$ cat src/hdl/acc_tilt_pkg.sv
// Shared widths, constants, lane state types and the CORDIC angle table for the tilt monitor.
package acc_tilt_pkg;

    localparam int SAMPLE_W     = 16;
    localparam int MAG_W        = 16;
    localparam int SQ_W         = 31;
    localparam int DEN_W        = 32;
    localparam int ROOT_W       = 32;
    localparam int REM_W        = 34;
    localparam int XY_W         = 37;
    localparam int Z_W          = 25;
    localparam int DEG_W        = 8;
    localparam int LIMIT_W      = 7;
    localparam int ANGLE_FRAC   = 16;
    localparam int SQRT_STEPS   = 32;
    localparam int CORDIC_ITERS = 20;

    localparam logic signed [Z_W-1:0]   TRUNC_BIAS  = 25'sd32;
    localparam logic [LIMIT_W-1:0]      RIGHT_ANGLE = 7'd90;
    localparam logic [LIMIT_W-1:0]      LIMIT_RESET = 7'd30;

    typedef struct packed {
        logic             neg;
        logic             num_zero;
        logic             den_zero;
        logic [MAG_W-1:0] mag;
    } lane_info_t;

    typedef struct packed {
        logic [DEN_W-1:0]  rad;
        logic [REM_W-1:0]  rem;
        logic [ROOT_W-1:0] root;
        lane_info_t        info;
    } sqrt_state_t;

    typedef struct packed {
        logic signed [XY_W-1:0] x;
        logic signed [XY_W-1:0] y;
        logic signed [Z_W-1:0]  z;
        lane_info_t             info;
    } cordic_state_t;

    // atan(2^-i) in degrees, Q16, rounded to nearest.
    function automatic logic [Z_W-1:0] atan_q16(input int idx);
        logic [Z_W-1:0] v;
        case (idx)
            0:       v = 25'd2949120;
            1:       v = 25'd1740967;
            2:       v = 25'd919879;
            3:       v = 25'd466945;
            4:       v = 25'd234379;
            5:       v = 25'd117304;
            6:       v = 25'd58666;
            7:       v = 25'd29335;
            8:       v = 25'd14668;
            9:       v = 25'd7334;
            10:      v = 25'd3667;
            11:      v = 25'd1833;
            12:      v = 25'd917;
            13:      v = 25'd458;
            14:      v = 25'd229;
            15:      v = 25'd115;
            16:      v = 25'd57;
            17:      v = 25'd29;
            18:      v = 25'd14;
            19:      v = 25'd7;
            default: v = '0;
        endcase
        return v;
    endfunction

endpackage

$ cat src/hdl/acc_tilt_sqrt_cell.sv
// One digit step of the pipelined square root of den << 32.
module acc_tilt_sqrt_cell (
    input  logic                      aclk,
    input  logic                      aresetn,
    input  logic                      en,
    input  logic                      in_valid,
    input  acc_tilt_pkg::sqrt_state_t in_st,
    output logic                      out_valid,
    output acc_tilt_pkg::sqrt_state_t out_st
);
    import acc_tilt_pkg::*;

    logic               valid_reg;
    sqrt_state_t        st_reg;
    sqrt_state_t        st_next;
    logic [REM_W+1:0]   cur;
    logic [REM_W+1:0]   trial;
    logic [REM_W+1:0]   diff;
    logic               ge;

    // Bring down the next two radicand bits; the low 32 bits of den << 32 are
    // zeros, which the left shift of rad supplies once den is used up.
    assign cur   = {in_st.rem, in_st.rad[DEN_W-1 -: 2]};
    assign trial = (REM_W+2)'({in_st.root, 2'b01});
    assign ge    = (cur >= trial);
    assign diff  = cur - trial;

    always_comb begin
        st_next      = in_st;
        st_next.rad  = in_st.rad << 2;
        st_next.rem  = ge ? diff[REM_W-1:0] : cur[REM_W-1:0];
        st_next.root = {in_st.root[ROOT_W-2:0], ge};
    end

    always_ff @(posedge aclk) begin
        if (!aresetn) begin
            valid_reg <= 1'b0;
        end else if (en) begin
            valid_reg <= in_valid;
        end
    end

    always_ff @(posedge aclk) begin
        if (en) begin
            st_reg <= st_next;
        end
    end

    assign out_valid = valid_reg;
    assign out_st    = st_reg;

endmodule

$ cat config.mk
export PLATFORM = sky130hd
export DESIGN_NAME = acc_tilt_sqrt_cell
export DESIGN_NICKNAME = d
export VERILOG_FILES = /design/src/hdl/acc_tilt_pkg.sv /design/src/hdl/acc_tilt_sqrt_cell.sv
export SDC_FILE = /design/constraint.sdc
export NUM_CORES = 1
export LEC_CHECK = 0
export BUFFER_PORTS_ARGS = -buffer_cell sky130_fd_sc_hd__buf_2
export CELL_PAD_IN_SITES_DETAIL_PLACEMENT = 0
export CELL_PAD_IN_SITES_GLOBAL_PLACEMENT = 1
export CORE_AREA = 10 10 143 145
export CTS_CLUSTER_DIAMETER = 30
export DETAILED_ROUTE_END_ITERATION = 10
export DIE_AREA = 0 0 153 155
export PLACE_DENSITY_LB_ADDON = 0.08
export SETUP_SLACK_MARGIN = 0.5
export SYNTH_ARGS = -nofsm -noshare
export SYNTH_HDL_FRONTEND = slang
export SYNTH_SLANG_ARGS = --single-unit
$ cat constraint.sdc
create_clock -name aclk -period 2.6 [get_ports aclk]
set_input_delay 0.13 -clock aclk [delete_from_list [all_inputs] [get_ports aclk]]
set_output_delay 0.13 -clock aclk [all_outputs]
set_load 0.03 [all_outputs]
## Yosys cells after proc, flatten, opt, wreduce, memory -nomap -nowiden

Cells that the tools add are included.

- Output and inout bits: 118
- Input bits: 121
- Flip-flop bits (word level): 116

- Add/sub/neg operators: 1
- Order comparisons: 1
- Muxes and demuxes: 1

Operator list:

| operator | count |
|---|---|
| $ge 36x34->1 | 1 |
| $mux 34 | 1 |
| $sub 34x34->34 | 1 |

## Depth between registers and ports, before layout

- Depth after elaboration: 2
- Depth in mapped cells: 13
- Gate-level depth less buffers: 10

## Worst setup path after synthesis

OpenSTA, ideal clock, no wires.

- Path type: input port to flip-flop
- Start: input in_st[46] in the netlist's numbering
- End: register st_reg (netlist bit out_st[54]), data pin
- Required time: 2.338 ns
- Slack: 0.088 ns
- Arrival time: 2.250 ns
- Buffers on the path: 1
- Cell stages on the path: 10
- Path through: inv_1 > ha_1 > a21o_1 > a21o_1 > a21o_1 > a311o_1 > a211oi_1 > o21a_1 > buf_4 > mux2_1

RTL lines:

| what | line | source |
|---|---|---|
| from (decl) | acc_tilt_sqrt_cell.sv:7 | `input acc_tilt_pkg::sqrt_state_t in_st,` |
| to (signal assigned) | acc_tilt_sqrt_cell.sv:45 | `st_reg <= st_next;` |
| to (decl) | acc_tilt_sqrt_cell.sv:14 | `sqrt_state_t st_reg;` |

==> reports/metrics.cfg <==
[run_status]
status = finished, final reports clean

[routing]
totalWireLength_mm = 19.2
vias = 5118
firstDrtPassIters = 4
route.detailed.drc = 0
ant_nets = 0
drt_iter0_drc = 234
vias_per_cell = 4.63
wl_per_cell_microns = 17.4

[clock_tree]
clockBufferDepth = 2
cts.sinks = 116
cts.clk_slew.worst_paths_ns = 0.06
cts_tree = yes
root_buffer = clkbuf_16
insertion_delay_ns = 0.40
cts_buffers = 17
htree_levels = 4

[floorplanning]
start_util_pct = 33.2
core.rowCount = 49
core_area_sq_um = 17700
die_w_microns = 153
die_area_sq_um = 23700
die_y_microns = 155
pin_count = 239

[logic_synthesis]
synth.area.mux_share_pct = 1.26
async_flop_share_pct = 0
ys_seq_area_share_pct = 59.2
synth_cell_types = 58
synth-seq-cells = 116
yosys-top-cells-area = edfxtp_1 (59%), ha_1 (7.3%), nand2_1 (3.1%)
postSynthCellCount = 484
synth-compound-area-share_pct = 14.7
synthTopCellsByCount = edfxtp_1 (115), nand2_1 (48), inv_1 (41)
yosysMostFrequentCell = edfxtp_1
synthAdderAreaFrac_pct = 7.25
synth_top_family_by_area = compound AO/OA/AOI/OAI gates
syn_avg_cell_area_sq_um = 12.1
synth_top_flop_cell = edfxtp_1
netlist_area_sq_um = 5870
synthSimpleGateAreaFrac_pct = 9.41
ys_warn_count = 0
synthXorXnorAreaFrac_pct = 4.18
synth_edf_count = 115
synth_top_area_share_pct = 58.9
synth_top_cell_by_area = edfxtp_1

[worst_setup_path]
cp_max_fo = 5
start_kind = input pin
crit_arrival_ns = 2.26
rr_startpoint = out_valid$_SDFFE_PN0P_
path_class = input pin to register
critPathLaunch = in_st[54]
end_kind = register
worstPathRequired_ns = 2.76

[power_and_ir_drop]
fin_total_pwr_mw = 6.56
p_leak_nw = 4.23
power_density_nw_per_um2 = 680
ir_worst_vdd_mv = 0.433

[sta]
layout_setup_ws_ns = 0.503
setup_viol = 0
hold_violations = 0
clock_skew_ns = 0
worst_pin_slew_ns = 0.633
period_share_pct = 80.7
rsz0062_at_grt = yes
period_needed_ns = 2.10
max_freq_mhz = 477
drv_slew = 0
relSlewSlack_pct = 57.8

[place]
pre_cts_ws_ns = -0.0858
place_congestion = 0.855
dpl.hpwl_mm = 14.8
port_buffers = 236
placedCellCount = 982
post_dp_cell_area_sq_um = 7930

[grt]
overflow = 0
grt_pass1_vias = 5414
grt_max_degree = 52
grt_pass1_wl_mm = 30.1
track_usage_pct = 15.8
grt_antenna_before_repair = 2

[layout]
fillerInstances = 1558
fin_nets = 1018
fin_area_sq_um = 9640
antenna_cells = 0
regArea_sq_um = 3470
final_util_pct = 54.6
drive_above_1_share_pct = 44.5
area_growth_pct = 64.4
multi_input_area_sq_um = 2580
fin_cells = 1105

[hold_path]
hold_path_class = input pin to register
min-delay-start = in_st[81]

[run]
cap_violations = 0

## cells by family after synthesis
logic type / after synthesis
other: 1
xor gates and xnor gates: 28
buffers and inverters: 56
and+or+nand+nor: 113
adders and majority gates: 34
muxes: 7
AOI/OAI and AO/OA: 129
DFF: 116
## report_power, final
part | total, mW | internal [mW] | switching [mW] | leakage, nW
sequential | 2.34 | 2.29 | 0.0457 | 1.13
combinational | 1.70 | 0.698 | 1.00 | 2.79
clock | 2.52 | 1.62 | 0.903 | 0.309
## metal layers
layer / track usage (%) / vias up / part of all wire, %
li1: - / 2547 / -
met2: 25.3 / 193 / 46
met5: 0 / - / 0.14
met3: 5.27 / 18 / 6.8
met1: 19.8 / 2356 / 46
met4: 4.68 / 4 / 0.82
## through the flow
step                      setup TNS, ns  hold WS, ns
after floorplan                       0        0.229
after global placement           -0.173        0.307
after detailed placement         -0.160        0.308
after CTS                             0      0.00152
after global routing                  0       0.0193
final                                 0       0.0192
## layout make-up
class,count,share of cell area [%]
Clock buffer,18,4.45
Timing Repair Buffer,373,26.0
Tap cell,229,2.97
Inverter,42,1.71
Sequential cell,116,36.0
Clock inverter,14,2.08
Multi-Input combinational cell,313,26.7
## registers in the layout, indices dropped and copies added, names as in the netlist
register / flops
out_st: 115
out_valid: 1
## worst max-delay path: stages
cell      delay, ns
buf_6          0.10
ha_4           0.25
a21o_1         0.18
or3_1          0.33
o21a_4         0.25
a311oi_4       0.26
o21ai_2        0.14
a311oi_4       0.30
mux2i_1        0.13
a31o_1         0.19
## what timing repair did
action                                  CTS  global route
gates cloned                              0             0
setup buffers                             5             4
hold buffers                             82             0
pin swaps                                11            20
endpoints found under the hold margin    81             0
endpoints found under the setup margin   19            32
resized for setup                         9            38
## layout by cell type (no fill, tap or decap), types with 16 or more instances in the layout
| master | n |
|---|---|
| a21o_1 | 21 |
| o21ai_1 | 35 |
| buf_2 | 231 |
| xor2_1 | 16 |
| edfxtp_1 | 115 |
| inv_1 | 30 |
| nand2_1 | 48 |
| clkbuf_16 | 17 |
| dlygate4sd3_1 | 82 |
| buf_4 | 49 |
| ha_4 | 19 |
| a21oi_1 | 19 |
## worst paths after layout
| check | to | slack [ns] | depth (start not counted) |
|---|---|---|---|
| max reg2reg | out_valid$_SDFFE_PN0P_ | 1.45 | 3 |
| min reg2reg | out_valid$_SDFFE_PN0P_ | 1.07 | 3 |
| max | out_st[77]$_DFFE_PP_ | 0.50 | 10 |
| min | out_st[83]$_DFFE_PP_ | 0.02 | 2 |
Note: power is estimated with default switching activity, not from simulation.
