--- config.mk ---
export PLATFORM = sky130hd
export DESIGN_NAME = acc_tilt_front
export DESIGN_NICKNAME = d
export VERILOG_FILES = /design/src/hdl/acc_tilt_pkg.sv /design/src/hdl/acc_tilt_front.sv
export SDC_FILE = /design/constraint.sdc
export NUM_CORES = 2
export LEC_CHECK = 0
export BUFFER_PORTS_ARGS = -buffer_cell sky130_fd_sc_hd__buf_2
export CAP_MARGIN = 20
export CORE_MARGIN = 3
export CORE_UTILIZATION = 52
export CTS_BUF_LIST = sky130_fd_sc_hd__clkbuf_16
export CTS_CLUSTER_SIZE = 14
export DETAILED_ROUTE_END_ITERATION = 10
export PLACE_DENSITY = 0.78
export SLEW_MARGIN = 40
export SYNTH_ARGS = -nofsm -noshare
export SYNTH_HDL_FRONTEND = slang
export SYNTH_SLANG_ARGS = --single-unit
--- constraint.sdc ---
create_clock -name aclk -period 8.3 [get_ports aclk]
set_input_delay 0.83 -clock aclk [delete_from_list [all_inputs] [get_ports aclk]]
set_output_delay 0.83 -clock aclk [all_outputs]
set_load 0.05 [all_outputs]
--- src/hdl/acc_tilt_pkg.sv ---
// Shared widths, constants, lane state types and the CORDIC angle table for the tilt monitor.
package acc_tilt_pkg;

    localparam int SAMPLE_W     = 16;
    localparam int MAG_W        = 16;
    localparam int SQ_W         = 31;
    localparam int DEN_W        = 32;
    localparam int ROOT_W       = 32;
    localparam int REM_W        = 34;
    localparam int XY_W         = 37;
    localparam int Z_W          = 25;
    localparam int DEG_W        = 8;
    localparam int LIMIT_W      = 7;
    localparam int ANGLE_FRAC   = 16;
    localparam int SQRT_STEPS   = 32;
    localparam int CORDIC_ITERS = 20;

    localparam logic signed [Z_W-1:0]   TRUNC_BIAS  = 25'sd32;
    localparam logic [LIMIT_W-1:0]      RIGHT_ANGLE = 7'd90;
    localparam logic [LIMIT_W-1:0]      LIMIT_RESET = 7'd30;

    typedef struct packed {
        logic             neg;
        logic             num_zero;
        logic             den_zero;
        logic [MAG_W-1:0] mag;
    } lane_info_t;

    typedef struct packed {
        logic [DEN_W-1:0]  rad;
        logic [REM_W-1:0]  rem;
        logic [ROOT_W-1:0] root;
        lane_info_t        info;
    } sqrt_state_t;

    typedef struct packed {
        logic signed [XY_W-1:0] x;
        logic signed [XY_W-1:0] y;
        logic signed [Z_W-1:0]  z;
        lane_info_t             info;
    } cordic_state_t;

    // atan(2^-i) in degrees, Q16, rounded to nearest.
    function automatic logic [Z_W-1:0] atan_q16(input int idx);
        logic [Z_W-1:0] v;
        case (idx)
            0:       v = 25'd2949120;
            1:       v = 25'd1740967;
            2:       v = 25'd919879;
            3:       v = 25'd466945;
            4:       v = 25'd234379;
            5:       v = 25'd117304;
            6:       v = 25'd58666;
            7:       v = 25'd29335;
            8:       v = 25'd14668;
            9:       v = 25'd7334;
            10:      v = 25'd3667;
            11:      v = 25'd1833;
            12:      v = 25'd917;
            13:      v = 25'd458;
            14:      v = 25'd229;
            15:      v = 25'd115;
            16:      v = 25'd57;
            17:      v = 25'd29;
            18:      v = 25'd14;
            19:      v = 25'd7;
            default: v = '0;
        endcase
        return v;
    endfunction

endpackage

--- src/hdl/acc_tilt_front.sv ---
// Front end: magnitudes, squares and sums of squares for the pitch and roll lanes.
module acc_tilt_front (
    input  logic                                     aclk,
    input  logic                                     aresetn,
    input  logic                                     en,
    input  logic                                     in_valid,
    input  logic signed [acc_tilt_pkg::SAMPLE_W-1:0] in_x,
    input  logic signed [acc_tilt_pkg::SAMPLE_W-1:0] in_y,
    input  logic signed [acc_tilt_pkg::SAMPLE_W-1:0] in_z,
    output logic                                     out_valid,
    output acc_tilt_pkg::sqrt_state_t                out_pitch,
    output acc_tilt_pkg::sqrt_state_t                out_roll
);
    import acc_tilt_pkg::*;

    logic             v1_reg, v2_reg, v3_reg;
    logic [MAG_W-1:0] mx_reg, my_reg, mz_reg;
    logic             nx_reg, ny_reg;
    logic [MAG_W-1:0] mx2_reg, my2_reg;
    logic             nx2_reg, ny2_reg;
    logic [SQ_W-1:0]  sx_reg, sy_reg, sz_reg;
    sqrt_state_t      pitch_reg, roll_reg;

    logic [MAG_W-1:0] mx_next, my_next, mz_next;
    logic [2*MAG_W-1:0] px, py, pz;
    logic [DEN_W-1:0] den_p, den_r;

    // Two's complement magnitude; the most negative sample maps to 32768.
    assign mx_next = in_x[SAMPLE_W-1] ? MAG_W'(~in_x + 1'b1) : MAG_W'(in_x);
    assign my_next = in_y[SAMPLE_W-1] ? MAG_W'(~in_y + 1'b1) : MAG_W'(in_y);
    assign mz_next = in_z[SAMPLE_W-1] ? MAG_W'(~in_z + 1'b1) : MAG_W'(in_z);

    assign px = (2*MAG_W)'(mx_reg) * (2*MAG_W)'(mx_reg);
    assign py = (2*MAG_W)'(my_reg) * (2*MAG_W)'(my_reg);
    assign pz = (2*MAG_W)'(mz_reg) * (2*MAG_W)'(mz_reg);

    assign den_p = DEN_W'(sy_reg) + DEN_W'(sz_reg);
    assign den_r = DEN_W'(sx_reg) + DEN_W'(sz_reg);

    always_ff @(posedge aclk) begin
        if (!aresetn) begin
            v1_reg <= 1'b0;
            v2_reg <= 1'b0;
            v3_reg <= 1'b0;
        end else if (en) begin
            v1_reg <= in_valid;
            v2_reg <= v1_reg;
            v3_reg <= v2_reg;
        end
    end

    always_ff @(posedge aclk) begin
        if (en) begin
            mx_reg  <= mx_next;
            my_reg  <= my_next;
            mz_reg  <= mz_next;
            nx_reg  <= in_x[SAMPLE_W-1];
            ny_reg  <= in_y[SAMPLE_W-1];

            sx_reg  <= px[SQ_W-1:0];
            sy_reg  <= py[SQ_W-1:0];
            sz_reg  <= pz[SQ_W-1:0];
            mx2_reg <= mx_reg;
            my2_reg <= my_reg;
            nx2_reg <= nx_reg;
            ny2_reg <= ny_reg;

            pitch_reg.rad           <= den_p;
            pitch_reg.rem           <= '0;
            pitch_reg.root          <= '0;
            pitch_reg.info.neg      <= nx2_reg;
            pitch_reg.info.num_zero <= (mx2_reg == '0);
            pitch_reg.info.den_zero <= (den_p == '0);
            pitch_reg.info.mag      <= mx2_reg;

            roll_reg.rad            <= den_r;
            roll_reg.rem            <= '0;
            roll_reg.root           <= '0;
            roll_reg.info.neg       <= ny2_reg;
            roll_reg.info.num_zero  <= (my2_reg == '0);
            roll_reg.info.den_zero  <= (den_r == '0);
            roll_reg.info.mag       <= my2_reg;
        end
    end

    assign out_valid = v3_reg;
    assign out_pitch = pitch_reg;
    assign out_roll  = roll_reg;

endmodule

# ---- Word-level counts from Yosys, hierarchy flattened
# Index checks and enable logic that the tools add are counted.
dict set report classes {
  addsub 5
  bitwise_logic 3
  n_mul 3
  reduce_logical 4
  mux 3
}
# op n
set op_table {}
lappend op_table {{$mul A16 B16 Y31} 3}
lappend op_table {{$add A31 B31 Y32} 2}
lappend op_table {{$logic_not A32 Y1} 2}
lappend op_table {{$add A16 B1 Y16 const B} 3}
lappend op_table {{$not A16 Y16} 3}
lappend op_table {{$mux W15} 3}
lappend op_table {{$logic_not A16 Y1} 2}
dict set report totals {
  output_inout_bits 235
  reg_bits 282
  inputBits 52
  elab_cells 46
}

# ---- Longest topological paths before layout
dict set report depth {
  word_depth 3
  ltp_mapped 27
  depth_no_buf 26
}

# ---- Least setup slack after synthesis
# OpenSTA, ideal clock, no wires.
dict set report synth_path {
  path_type {register to register}
  startpoint {register mx_reg[1]}
  endpoint {register sx_reg[29], data pin}
  t_required_ns 8.042
  setup_time_ns 0.258
  t_arrival_ns 6.309
  path_buffers 2
  path_slack_ns 1.733
  path_stages_with_launch 25
  synth_period_minus_slack_ns 6.567
  cell_sequence {edfxtp_1 clkbuf_1 clkbuf_1 nand2_1 fa_1 fa_1 inv_1 fa_1 fa_1 fa_1 inv_1 fa_1 inv_1 ha_1 a21oi_1 nor2b_1 o21ai_0 a21oi_1 o21a_1 a211o_1 a221o_1 o41ai_1 o2111ai_1 a21oi_1 xnor2_1}
}
dict set report synth_between {
  elab_chain_cells 1
}
# item line_no
set synth_rtl {}
lappend synth_rtl {{start, declared} acc_tilt_front.sv:17} ;# logic [MAG_W-1:0] mx_reg, my_reg, mz_reg;
lappend synth_rtl {{start signal, assigned} acc_tilt_front.sv:54} ;# mx_reg <= mx_next;
lappend synth_rtl {{$mul A16 B16 Y31} acc_tilt_front.sv:33} ;# assign px = (2*MAG_W)'(mx_reg) * (2*MAG_W)'(mx_reg);
lappend synth_rtl {{net px[29]} acc_tilt_front.sv:25} ;# logic [2*MAG_W-1:0] px, py, pz;
lappend synth_rtl {{end signal, assigned} acc_tilt_front.sv:60} ;# sx_reg <= px[SQ_W-1:0];
lappend synth_rtl {{end, declared} acc_tilt_front.sv:21} ;# logic [SQ_W-1:0] sx_reg, sy_reg, sz_reg;
# The timed path passes the listed nets, and every way through them passes these cells.
# A chain may end at the register's enable or synchronous reset.

# ---- Worst setup path in the final report
dict set report layout_path {
  startpoint {register mx_reg[10]}
  endpoint {register sx_reg[29], data pin}
}
# Same word-level chain as after synthesis.

==> reports/results.txt <==
status = complete, no violations
layout cell share with drive strength beyond 1 = 6.908%
antenna-violating nets left = 0
Primary FF master, synth = edfxtp_1
CP arrival = 7.46 ns
RSZ-0062 raised after global routing = no
clk_lat worst skew = 0.60 ns
number of enable flip-flop cells after synthesis = 274
post-synth cell types = 71
Slew headroom = 45.29%
period utilization = 85.70%
Top cell by count, worst path = fa_1
Root Buffer = clkbuf_16
Initial Util = 52.62%
Sink Count = 277
total of max-cap violations = 0
CP max stage delay = 0.80 ns
final net count = 4,331
port buffer count = 154
fraction of registers with async set/reset = 0%
Synth Warn # = 0
via count of the routed design = 22.46k
setup_tns = 0 ns
DR DRC count = 0
final core utilization = 55.91%
Rows = 93
largest net degree at the start of global routing = 155
Startpoint Class = flip-flop
final wirelength = 71,850 um
First-pass DRT Iterations = 7
Clock transition at path regs = 0.06 ns
IO Pins = 287
Die H = 261.6 um
fmax = 0.1406 GHz
Worst Hold Class = flip-flop to flip-flop
worst slew pin tran = 0.8206 ns
register area share after synthesis = 24.39%
Die Area = 0.06845 sq mm
postcts setup bufs = 0
crit path max fanout = 17
CTS tree = built
GPL Wtd Cong = 0.9421
CP Data Required Time = 8.65 ns
Fill cells = 5,440
vias per cell = 5.205
initial antenna violation count = 1
CTS Buf Count = 31
final setup violation count = 0
syn_area_per_cell = 10.26 sq um
area grow syn2layout = 6.248%
core area = 0.06458 sq mm
Yosys reg bits = 277
Clock Tree Buf Depth = 3
GRT Resource Usage Total = 21.82%
synthesized area = 0.03398 sq mm
crit path kind = flip-flop to flip-flop
min cycle time layout = 7.113 ns
hpwl dp = 58,720 um
Die Wd = 261.6 um
H-Tree Depth = 1
Slowest-stage cell, CP = edfxtp_1
cts repair resizes = 0
Worst setup EP type = flip-flop
CTS Hold Buffers Added = 0
initial DRC count = 1,452
CP cell instances = nand2_1 > fa_1 > fa_1 > inv_1 > fa_1 > fa_1 > fa_1 > inv_1 > fa_1 > inv_1 > ha_1 > a21oi_1 > nor2b_1 > o21ai_0 > a21oi_1 > o21a_1 > a211o_1 > a221o_1 > o41ai_1 > o2111ai_1 > a21oi_1 > xnor2_1
Final Hold Vio Count = 0
Mapped Cells = 3,312
global route overflow = 0
first-pass GRT wire length = 119,400 um
wire length per cell = 16.65 um
final slew viol count = 0
vias in the first global route = 23.76k
Worst Clk Skew = 0.02699 ns
-- layer usage --
| layer | routed length (um) | vias up | GRT usage, % |
|---|---|---|---|
| met1 | 30440 | 11120 | 29.92 |
| met3 | 4972 | 119 | 2.987 |
| li1 | - | 10500 | - |
| met4 | 2321 | 0 | 6.806 |
| met5 | 0 | - | 0 |
| met2 | 34110 | 727 | 36.24 |
-- layout by cell type (no fill, tap or decap), drive strengths merged, types with 6 or more instances in the layout --
| cell type | instances |
|---|---|
| xnor2 | 141 |
| nand2 | 273 |
| o21a | 10 |
| nand2b | 19 |
| conb | 132 |
| o31ai | 15 |
| fa | 486 |
| nor4b | 6 |
| nor3 | 28 |
| a211oi | 11 |
| or3 | 18 |
| nand4 | 10 |
| inv | 746 |
| nor4 | 14 |
| or2 | 10 |
| a21o | 56 |
| or4 | 7 |
| xor2 | 53 |
| clkbuf | 31 |
| a31o | 8 |
| and3 | 8 |
| and2 | 138 |
| nor2 | 108 |
| edfxtp | 274 |
| nand3 | 34 |
| o21ai | 64 |
| o21bai | 16 |
| ha | 357 |
| nor2b | 28 |
| clkinv | 14 |
| a21oi | 110 |
| buf | 158 |
| a31oi | 8 |
| a211o | 7 |
-- cell usage after synthesis, drive strengths merged, types with 5 or more instances --
master | count | area, sq um
fa | 486 | 9729
or4 | 7 | 52.55
xor2 | 53 | 471.7
o21bai | 16 | 120.1
nand2 | 273 | 1025
and3 | 8 | 50.05
o21ai | 64 | 324.1
o21a | 10 | 75.07
a211o | 7 | 63.81
a21o | 56 | 422.9
nand4 | 10 | 62.56
o2111ai | 5 | 43.79
or3 | 18 | 112.6
clkbuf | 64 | 240.2
o31ai | 15 | 112.6
nor3 | 28 | 140.1
nand2b | 19 | 118.9
and2 | 138 | 863.3
xnor2 | 141 | 1235
inv | 735 | 2759
a211oi | 11 | 87.58
a31oi | 8 | 50.05
o211ai | 5 | 37.54
or2 | 10 | 62.56
a21oi | 110 | 550.5
nor4b | 6 | 58.80
edfxtp | 274 | 8228
a31o | 8 | 70.07
nor2 | 108 | 405.4
nand3 | 34 | 175.2
ha | 357 | 4467
nor2b | 28 | 175.2
nor4 | 14 | 93.84
buf | 133 | 998.5
-- per-stage QoR --
step	setup WS, ns	instance area (sq um)	cells	hold slack (ns)
global route	0.8032	36100	4315	0.4389
floorplan	1.733	34470	3443	0.4003
global placement	1.321	35100	4256	0.4015
detailed placement	1.221	35130	4257	0.4157
CTS	1.218	36070	4314	0.4259
finish	1.187	36100	4316	0.4291
-- layout make-up --
cell class | instances | area, sq um | share of cell area [%]
clock inverter | 26 | 170.2 | 0.4713
clock buffer | 31 | 775.7 | 2.149
multi-input combinational | 2233 | 22180 | 61.42
sequential | 277 | 8288 | 22.96
timing repair buffer | 158 | 863.3 | 2.391
tap | 855 | 1070 | 2.963
antenna | 1 | 2.502 | 0.006931
inverter | 735 | 2759 | 7.641
-- final timing paths --
path | cells past startpoint | from | slack (ns) | end
worst max-delay path | 22 | mx_reg[10] | 1.19 | sx_reg[29]
worst min-delay path | 0 | nx_reg | 0.43 | nx2_reg
worst max register to register | 22 | mx_reg[10] | 1.19 | sx_reg[29]
worst min register to register | 0 | nx_reg | 0.43 | nx2_reg
-- logic make-up (layout without fill, tap and decap cells) --
group,after synthesis,in the layout,share of synthesized area [%]
flip-flops,277,277,24.39
XOR/XNOR,194,194,5.022
AO/OA/AOI/OAI,344,344,6.502
other,1,133,0.01104
multiplexers,6,6,0.1878
AND/OR/NAND/NOR,714,714,10.31
buffers and inverters,933,950,11.80
adder cells (fa/ha/maj),843,843,41.78
-- worst max-delay path: cells and delay by family, from the launching register on --
family | cells | cell delay [ns]
AOI/OAI and AO/OA | 9 | 2.15
xor gates and xnor gates | 1 | 0.08
adders and majority gates | 7 | 3.39
buffers and inverters | 3 | 0.15
DFF | 1 | 0.80
and+or+nand+nor | 2 | 0.31
Power is left out: the tool's default activity adds up to more than one toggle a clock period on the data nets, which glitch-free logic cannot reach.
