<file path="config.mk">
export PLATFORM = sky130hd
export DESIGN_NAME = acc_tilt_cordic_cell
export DESIGN_NICKNAME = d
export VERILOG_FILES = /design/src/hdl/acc_tilt_pkg.sv /design/src/hdl/acc_tilt_cordic_cell.sv
export SDC_FILE = /design/constraint.sdc
export NUM_CORES = 1
export LEC_CHECK = 0
export BUFFER_PORTS_ARGS = -buffer_cell sky130_fd_sc_hd__buf_2
export CORE_MARGIN = 2
export CORE_UTILIZATION = 50
export DETAILED_ROUTE_END_ITERATION = 10
export HOLD_SLACK_MARGIN = 0.08
export PLACE_DENSITY_LB_ADDON = 0.1
export SYNTH_ARGS = -nofsm -noshare
export SYNTH_HDL_FRONTEND = slang
export SYNTH_SLANG_ARGS = --single-unit
export TNS_END_PERCENT = 10
</file>
<file path="constraint.sdc">
create_clock -name aclk -period 4.5 [get_ports aclk]
set_input_delay 0.675 -clock aclk [delete_from_list [all_inputs] [get_ports aclk]]
set_output_delay 0.675 -clock aclk [all_outputs]
set_load 0.005 [all_outputs]
</file>
<file path="src/hdl/acc_tilt_pkg.sv">
// Shared widths, constants, lane state types and the CORDIC angle table for the tilt monitor.
package acc_tilt_pkg;

    localparam int SAMPLE_W     = 16;
    localparam int MAG_W        = 16;
    localparam int SQ_W         = 31;
    localparam int DEN_W        = 32;
    localparam int ROOT_W       = 32;
    localparam int REM_W        = 34;
    localparam int XY_W         = 37;
    localparam int Z_W          = 25;
    localparam int DEG_W        = 8;
    localparam int LIMIT_W      = 7;
    localparam int ANGLE_FRAC   = 16;
    localparam int SQRT_STEPS   = 32;
    localparam int CORDIC_ITERS = 20;

    localparam logic signed [Z_W-1:0]   TRUNC_BIAS  = 25'sd32;
    localparam logic [LIMIT_W-1:0]      RIGHT_ANGLE = 7'd90;
    localparam logic [LIMIT_W-1:0]      LIMIT_RESET = 7'd30;

    typedef struct packed {
        logic             neg;
        logic             num_zero;
        logic             den_zero;
        logic [MAG_W-1:0] mag;
    } lane_info_t;

    typedef struct packed {
        logic [DEN_W-1:0]  rad;
        logic [REM_W-1:0]  rem;
        logic [ROOT_W-1:0] root;
        lane_info_t        info;
    } sqrt_state_t;

    typedef struct packed {
        logic signed [XY_W-1:0] x;
        logic signed [XY_W-1:0] y;
        logic signed [Z_W-1:0]  z;
        lane_info_t             info;
    } cordic_state_t;

    // atan(2^-i) in degrees, Q16, rounded to nearest.
    function automatic logic [Z_W-1:0] atan_q16(input int idx);
        logic [Z_W-1:0] v;
        case (idx)
            0:       v = 25'd2949120;
            1:       v = 25'd1740967;
            2:       v = 25'd919879;
            3:       v = 25'd466945;
            4:       v = 25'd234379;
            5:       v = 25'd117304;
            6:       v = 25'd58666;
            7:       v = 25'd29335;
            8:       v = 25'd14668;
            9:       v = 25'd7334;
            10:      v = 25'd3667;
            11:      v = 25'd1833;
            12:      v = 25'd917;
            13:      v = 25'd458;
            14:      v = 25'd229;
            15:      v = 25'd115;
            16:      v = 25'd57;
            17:      v = 25'd29;
            18:      v = 25'd14;
            19:      v = 25'd7;
            default: v = '0;
        endcase
        return v;
    endfunction

endpackage

</file>
<file path="src/hdl/acc_tilt_cordic_cell.sv">
// One vectoring iteration of the pipelined CORDIC with a fixed shift.
module acc_tilt_cordic_cell #(
    parameter int SHIFT = 0
) (
    input  logic                        aclk,
    input  logic                        aresetn,
    input  logic                        en,
    input  logic                        in_valid,
    input  acc_tilt_pkg::cordic_state_t in_st,
    output logic                        out_valid,
    output acc_tilt_pkg::cordic_state_t out_st
);
    import acc_tilt_pkg::*;

    localparam logic signed [XY_W-1:0] RND  = XY_W'((64'd1 << SHIFT) - 64'd1);
    localparam logic signed [Z_W-1:0]  ATAN = signed'(atan_q16(SHIFT));

    logic                   valid_reg;
    cordic_state_t          st_reg;
    cordic_state_t          st_next;
    logic signed [XY_W-1:0] xs, ys;
    logic                   y_pos;

    // Shift that truncates toward zero: round negative values up before the shift.
    assign xs = in_st.x[XY_W-1] ? ((in_st.x + RND) >>> SHIFT) : (in_st.x >>> SHIFT);
    assign ys = in_st.y[XY_W-1] ? ((in_st.y + RND) >>> SHIFT) : (in_st.y >>> SHIFT);
    assign y_pos = !in_st.y[XY_W-1] && (in_st.y != '0);

    always_comb begin
        st_next = in_st;
        if (y_pos) begin
            st_next.x = in_st.x + ys;
            st_next.y = in_st.y - xs;
            st_next.z = in_st.z + ATAN;
        end else begin
            st_next.x = in_st.x - ys;
            st_next.y = in_st.y + xs;
            st_next.z = in_st.z - ATAN;
        end
    end

    always_ff @(posedge aclk) begin
        if (!aresetn) begin
            valid_reg <= 1'b0;
        end else if (en) begin
            valid_reg <= in_valid;
        end
    end

    always_ff @(posedge aclk) begin
        if (en) begin
            st_reg <= st_next;
        end
    end

    assign out_valid = valid_reg;
    assign out_st    = st_reg;

endmodule

</file>
# --- Word-level counts from Yosys, hierarchy flattened ---
# Cells that the tools add are included.
# W data, S select, Z words.
word_totals:
  ff_bits: 119
  inputBits: 122
  output_inout_bits: 119
  word_cells: 20
op_classes:
  n_addsub: 6
  mux: 3
  n_reduce_logical: 3
op_table:
  columns: ["cell", "count"]
  rows:
  - ["$mux W99", 1]
  - ["$add A37 B37 Y37", 2]
  - ["$mux W37", 2]
  - ["$sub A37 B37 Y37", 2]
  - ["$reduce_bool A37 Y1", 1]
  - ["$add A25 B23 Y25 const B", 1]
  - ["$sub A25 B23 Y25 const B", 1]
  - ["$logic_and A1 B1 Y1", 1]
  - ["$logic_not A1 Y1", 1]

# --- Depth between registers and ports, before layout ---
# Gate-level depths: netlist (run 1).
logic_depth:
  depth_word: 3
  ltp_mapped: 16
  ltp_nobuf: 14

# --- Least setup slack after synthesis (run 1) ---
# OpenSTA, ideal clock, no wires.
synth_timing:
  path_type: "input to register"
  from: "input in_st[73] in the netlist's numbering"
  to: "register st_reg, in the netlist out_st[42] (data pin)"
  t_arrival_ns: 3.391
  required_ns: 4.242
  setup_slack_ns: 0.851
  cell_stages: 15
  path_cell_list: "nor4_1 -> nand4_1 -> nor2_1 -> a41oi_1 -> inv_2 -> clkbuf_1 -> buf_1 -> ha_1 -> a21o_1 -> a21oi_1 -> o21bai_1 -> a21oi_1 -> o21bai_1 -> a21oi_1 -> xnor2_1"
synth_lines:
  columns: ["element", "line_no", "rtl"]
  rows:
  - ["start, declared", "acc_tilt_cordic_cell.sv:9", "input acc_tilt_pkg::cordic_state_t in_st,"]
  - ["end signal, assigned", "acc_tilt_cordic_cell.sv:52", "st_reg <= st_next;"]
  - ["end, declared", "acc_tilt_cordic_cell.sv:19", "cordic_state_t st_reg;"]

==> flow_summary.yaml, run 1 <==
cells_and_area:
  fin_nets: 1627
  fin_util_pct: 61.3
  area_growth_pct: 20.6
  nFillCells: 1848
  fin_area_um2: 12400
  instances_no_fill: 1670
  drive_above_1_share_pct: 22.1
drt:
  dr.pass1.iters: 7
  first_iter_violations: 1002
  drt-total-wl_um: 34000
  drc: 0
  drt-wirelength-per-cell_um: 20.4
  vias_per_cell: 5.92
  ant_nets: 0
  num_vias: 9890
timing:
  finalSetupViolations: 0
  fin_setup_tns_ps: 0
  maxSlewHeadroom_pct: 47.5
  fin_crit_ps: 3560
  skew_ps: 0
  tightest_slew_ps: 787
  hold-worst-slack_ps: 414
  finalHoldViolCount: 0
  grt_setup_unrepaired: "no"
  period_share_pct: 79.0
  fmax_mhz: 281
  slew_viol_final: 0
cts:
  clkLatencyLatePin_ps: 420
  h-tree-depth: 4
  clk_pin_slew_ps: 60
  cts_tree: "built"
  cts_resized: 0
  cts_sinks: 118
  cts_made_buffers: 17
  cts_setup_buffers: 0
  cts_hold_buf: 0
  root_buffer: "clkbuf_16"
  clockBufferDepth: 2
place:
  dp_hpwl_um: 26900
  placed_area_um2: 11800
  place_congestion: 0.980
  post-place-cells: 1637
  portBuffers: 240
floorplan:
  die_area_um2: 21700
  num_rows: 52
  coreArea_um2: 20200
  fp.dieH_um: 147
  start_util_pct: 50.8
  die_width_um: 147
  num_io_pins: 241
pwr:
  p_clk_share_pct: 32.5
  p_sw_uw: 1430
  internal-power_uw: 2710
  leakage_uw: 0.00555
  power_frac_seq_pct: 35.2
  swShare_pct: 34.5
  pwr-share-comb_pct: 32.3
  p_per_area_nw_per_um2: 335
  ir_drop_mv: 0.259
worst_setup_path:
  crit_path_start_kind: "primary input"
  required_ps: 4660
  arrival_ps: 3710
  critPathKind: "in -> reg"
  rr_worst_depth: 2
  cp-end-kind: "flop"
  path_max_fanout: 12
synth:
  synth_compound_area_share_pct: 24.1
  yosys-top-cells-area: "edfxtp_1 34%, ha_1 14%, a21oi_1 7.1%"
  yosys.area_share.simple_pct: 11.9
  synth.avg_cell_area_um2: 8.89
  ys_seq_elements: 118
  syn-num-nets: 1395
  ys_seq_area_share_pct: 34.5
  synthAdderAreaFrac_pct: 14.8
  syn_inst: 1154
  synthXorXnorAreaFrac_pct: 6.75
  synth-async-reset-ratio_pct: 0
  synth_ff_type: "edfxtp_1"
  synth-edff-count: 117
  synth_cell_type_count: 68
  synth_mux_area_share_pct: 1.76
  syn_area_um2: 10300
  netlist.area_leader.share_pct: 34.3
  yosys_warnings: 0
  yosysTopAreaCell: "edfxtp_1"
  synth_top_family_by_area: "compound AO/OA/AOI/OAI gates"
global_route:
  grt_remaining_overflow: 0
  antenna_found_initial: 3
  gr-max-usage-layer: "met2"
  grt_pass1_vias: 9133
  grt_pass1_wl_um: 51700
  grt_max_degree: 68
  gr-usage-met2_pct: 47.8
  gr-usage-met1_pct: 45.3
  grtUsageMet3_pct: 5.37
  grt_usage_pct: 30.9
status:
  status: "complete, no violations"
hold_path:
  hold_path_depth: 1
  hp-class: "in -> reg"
run:
  max-cap-violations: 0
-- power by group through the flow --
stage | Clock (uW) | Combinational, uW | Sequential (uW)
6_report | 1350 | 1340 | 1460
5_1_grt | 1410 | 1450 | 1470
4_1_cts | 1360 | 1310 | 1460
3_5_place_dp | 0 | 1300 | 1480
3_3_place_gp | 0 | 1300 | 1480
2_1_floorplan | 0 | 745 | 1500
-- metal layers --
metal | wire, um | share of wire [%]
met3 | 3280 | 9.6
met2 | 14900 | 44
met5 | 28 | 0.082
met1 | 15200 | 45
met4 | 618 | 1.8
-- path summary, 6_finish.rpt --
check | to | slack [ps] | startpoint
hold reg to reg | out_valid | 540 | out_valid
setup / recovery | out_st[112] | 940 | in_st[53]
hold / removal | out_st[24] | 410 | in_st[24]
setup reg to reg | out_valid | 3900 | out_valid
-- placed cells by master (no fill, tap or decap), drive strengths merged, types with 18 or more instances in the layout --
| master | count |
|---|---|
| buf | 265 |
| a21oi | 146 |
| inv | 121 |
| edfxtp | 117 |
| ha | 115 |
| nor2 | 94 |
| o21ai | 85 |
| xnor2 | 73 |
| nand2 | 56 |
| a21o | 27 |
| o21bai | 26 |
| nor3 | 23 |
| mux2i | 18 |
-- synthesized netlist by cell type, types with 15 or more instances --
master / n
o31ai_1: 15
o21ai_0: 72
a21oi_1: 145
nor2_1: 94
a21o_1: 27
mux2i_1: 18
xnor2_1: 73
clkbuf_1: 37
nand2_1: 56
nor4_1: 17
ha_1: 115
edfxtp_1: 117
nor3_1: 23
inv_1: 112
nor2b_1: 17
o21bai_1: 26
-- flip-flops by register name, indices dropped and copies added (netlist names) --
name and flops:
out_st 117, out_valid 1
-- critical path, stage by stage --
cell and delay, ps:
buf_2 120, inv_1 50, ha_1 530, nor2_1 160, a211o_1 330, a221oi_2 310, o22ai_1 210, or4_4 520
a41oi_2 330, o31a_2 230, o21ai_1 110, xnor2_1 130
-- logic make-up after synthesis --
logic type	Yosys count
adder cells (fa/ha/maj)	119
XOR/XNOR	79
AO/OA/AOI/OAI	395
AND/OR/NAND/NOR	258
multiplexers	18
buffers and inverters	167
flip-flops	118
-- per-stage QoR --
step	setup slack, ps	power, uW
finish	943	4140
global route	805	4330
CTS	1010	4130
detailed placement	570	2780
global placement	650	2780
floorplan	851	2250
-- area by class of cell --
type                            instances  area, um2  area share (%)
Multi-Input combinational cell        869       6100            49.3
Sequential cell                       118       3530            28.6
Timing Repair Buffer                  265       1390            11.2
Inverter                              115        432            3.49
Clock buffer                           17        425            3.44
Tap cell                              270        338            2.73
Clock inverter                         15        145            1.17
Antenna cell                            1       2.50          0.0202
(Power assumes the default switching activity.)
==> inputs of run 2 (changes only) <==
Clock period 4.5 ns to 3.2 ns, I/O delays scaled along.
==> flow_summary.yaml, run 2 (synthesis gave the netlist of run 1 again) <==
status:
  status: "complete, no violations"
place:
  portBuffers: 240
  dp_hpwl_um: 29700
  placed_area_um2: 13200
  place_congestion: 0.990
pwr:
  p_per_area_nw_per_um2: 446
  leakage_uw: 0.00642
  ir_drop_mv: 0.377
cts:
  cts_tree: "built"
  clockBufferDepth: 2
  root_buffer: "clkbuf_16"
  cts_setup_buffers: 0
  cts_hold_buf: 0
  clkLatencyLatePin_ps: 420
  cts_sinks: 118
  cts_made_buffers: 17
  clk_pin_slew_ps: 60
  h-tree-depth: 4
floorplan:
  coreArea_um2: 20200
  start_util_pct: 50.8
  num_io_pins: 241
  num_rows: 52
  die_area_um2: 21700
  die_width_um: 147
  fp.dieH_um: 147
worst_setup_path:
  path_max_fanout: 4
  required_ps: 3370
  worstReg2RegStart: "out_valid"
  rrSetupSlack_ps: 2610
  rr_worst_depth: 2
  cp-end-kind: "flop"
  arrival_ps: 3270
  critPathKind: "in -> reg"
  reg2reg_to: "out_valid"
  crit_path_start_kind: "primary input"
timing:
  maxSlewHeadroom_pct: 56.7
  finalHoldViolCount: 0
  period_share_pct: 96.8
  hold-worst-slack_ps: 227
  finalSetupViolations: 0
  tightest_slew_ps: 641
  grt_setup_unrepaired: "yes"
  skew_ps: 0
  fin_crit_ps: 3100
  slew_viol_final: 0
  fmax_mhz: 323
drt:
  drt-wirelength-per-cell_um: 20.1
  drc: 0
  topRoutingLayerUsed: "met4"
  first_iter_violations: 1199
  wl_met1_um: 16200
  met2_wirelength_um: 16300
  drt-total-wl_um: 37100
  ant_nets: 0
  dr.pass1.iters: 9
  vias_per_cell: 5.69
  wl_met3_um: 3580
  num_vias: 10495
global_route:
  grt_pass1_wl_um: 56800
  grt_remaining_overflow: 0
  grt_max_degree: 64
  antenna_found_initial: 0
  grt_pass1_vias: 10172
  grt_usage_pct: 34.1
cells_and_area:
  drive_above_1_share_pct: 31.3
  final_cell_mix: "239 x buf_2, 200 x buf_4, 144 x a21oi_1"
  fin_nets: 1804
  area_growth_pct: 34.3
  num_antenna_cells: 0
  fin_util_pct: 68.3
  layout_commonest_cell: "buf_2"
  largest_reg_flops: 117
  fin_area_um2: 13800
run:
  max-cap-violations: 0
hold_path:
  hold_start: "in_st[21]"
  hold_path_depth: 1
  hold_end: "out_st[21]"
  hp-class: "in -> reg"
run 2: critical path, cell delays in order:
cell and delay [ps]:
buf_2 130, inv_1 60, ha_1 180, fa_1 210
nor2b_1 70, o31ai_1 220, buf_4 160, a31oi_2 150
o21a_1 230, o31ai_2 460, o2bb2ai_1 220, a2111o_1 460
o311ai_1 110, xnor2_1 100
run 2: worst max path at each step:
stage,cells after the start,end,start,slack [ps]
3_5_place_dp,16,out_st[43],in_st[49],-440
4_1_cts,16,out_st[43],in_st[49],40
6_report,14,out_st[78],in_st[44],100
2_1_floorplan,15,out_st[42],in_st[73],20
5_1_grt,14,out_st[71],in_st[46],-30
3_3_place_gp,16,out_st[42],in_st[47],-420
run 2: stage by stage:
stage                     worst slack, ps  setup TNS [ps]  power, uW  instances
after global routing                -25.9           -77.8       6420       1846
after floorplan                      21.7               0       3160       1154
after detailed placement             -435           -8380       4200       1814
after global placement               -416           -7130       4190       1814
after CTS                            42.0               0       6120       1846
final                                 103               0       6140       1846
run 2: routing by layer:
metal | global-route usage, % | vias up
met3 | 6.12 | 63
met5 | 0 | -
met2 | 52.4 | 598
li1 | - | 4982
met1 | 49.2 | 4852
met4 | 10.0 | 0
run 2: report_power, final:
part / internal [uW] / total, uW / switching (uW) / leakage [uW]
combinational: 955 / 2170 / 1220 / 0.00500
sequential: 1990 / 2060 / 66.4 / 0.00115
clock: 1090 / 1910 / 820 / 0.000275
total: 4030 / 6140 / 2110 / 0.00642
run 2: what timing repair did:
action | 4_1_cts | 5_1_grt
cloned | 0 | 0
endpoints found under the setup margin | 1 | 17
gates resized for setup | 1 | 7
run 2: cell type report:
type | instances | area [um2]
fill | 1707 | 6400
multi-input combinational | 869 | 6140
sequential | 118 | 3530
timing repair buffer | 442 | 2760
inverter | 115 | 432
clock buffer | 17 | 425
tap | 270 | 338
clock inverter | 15 | 144
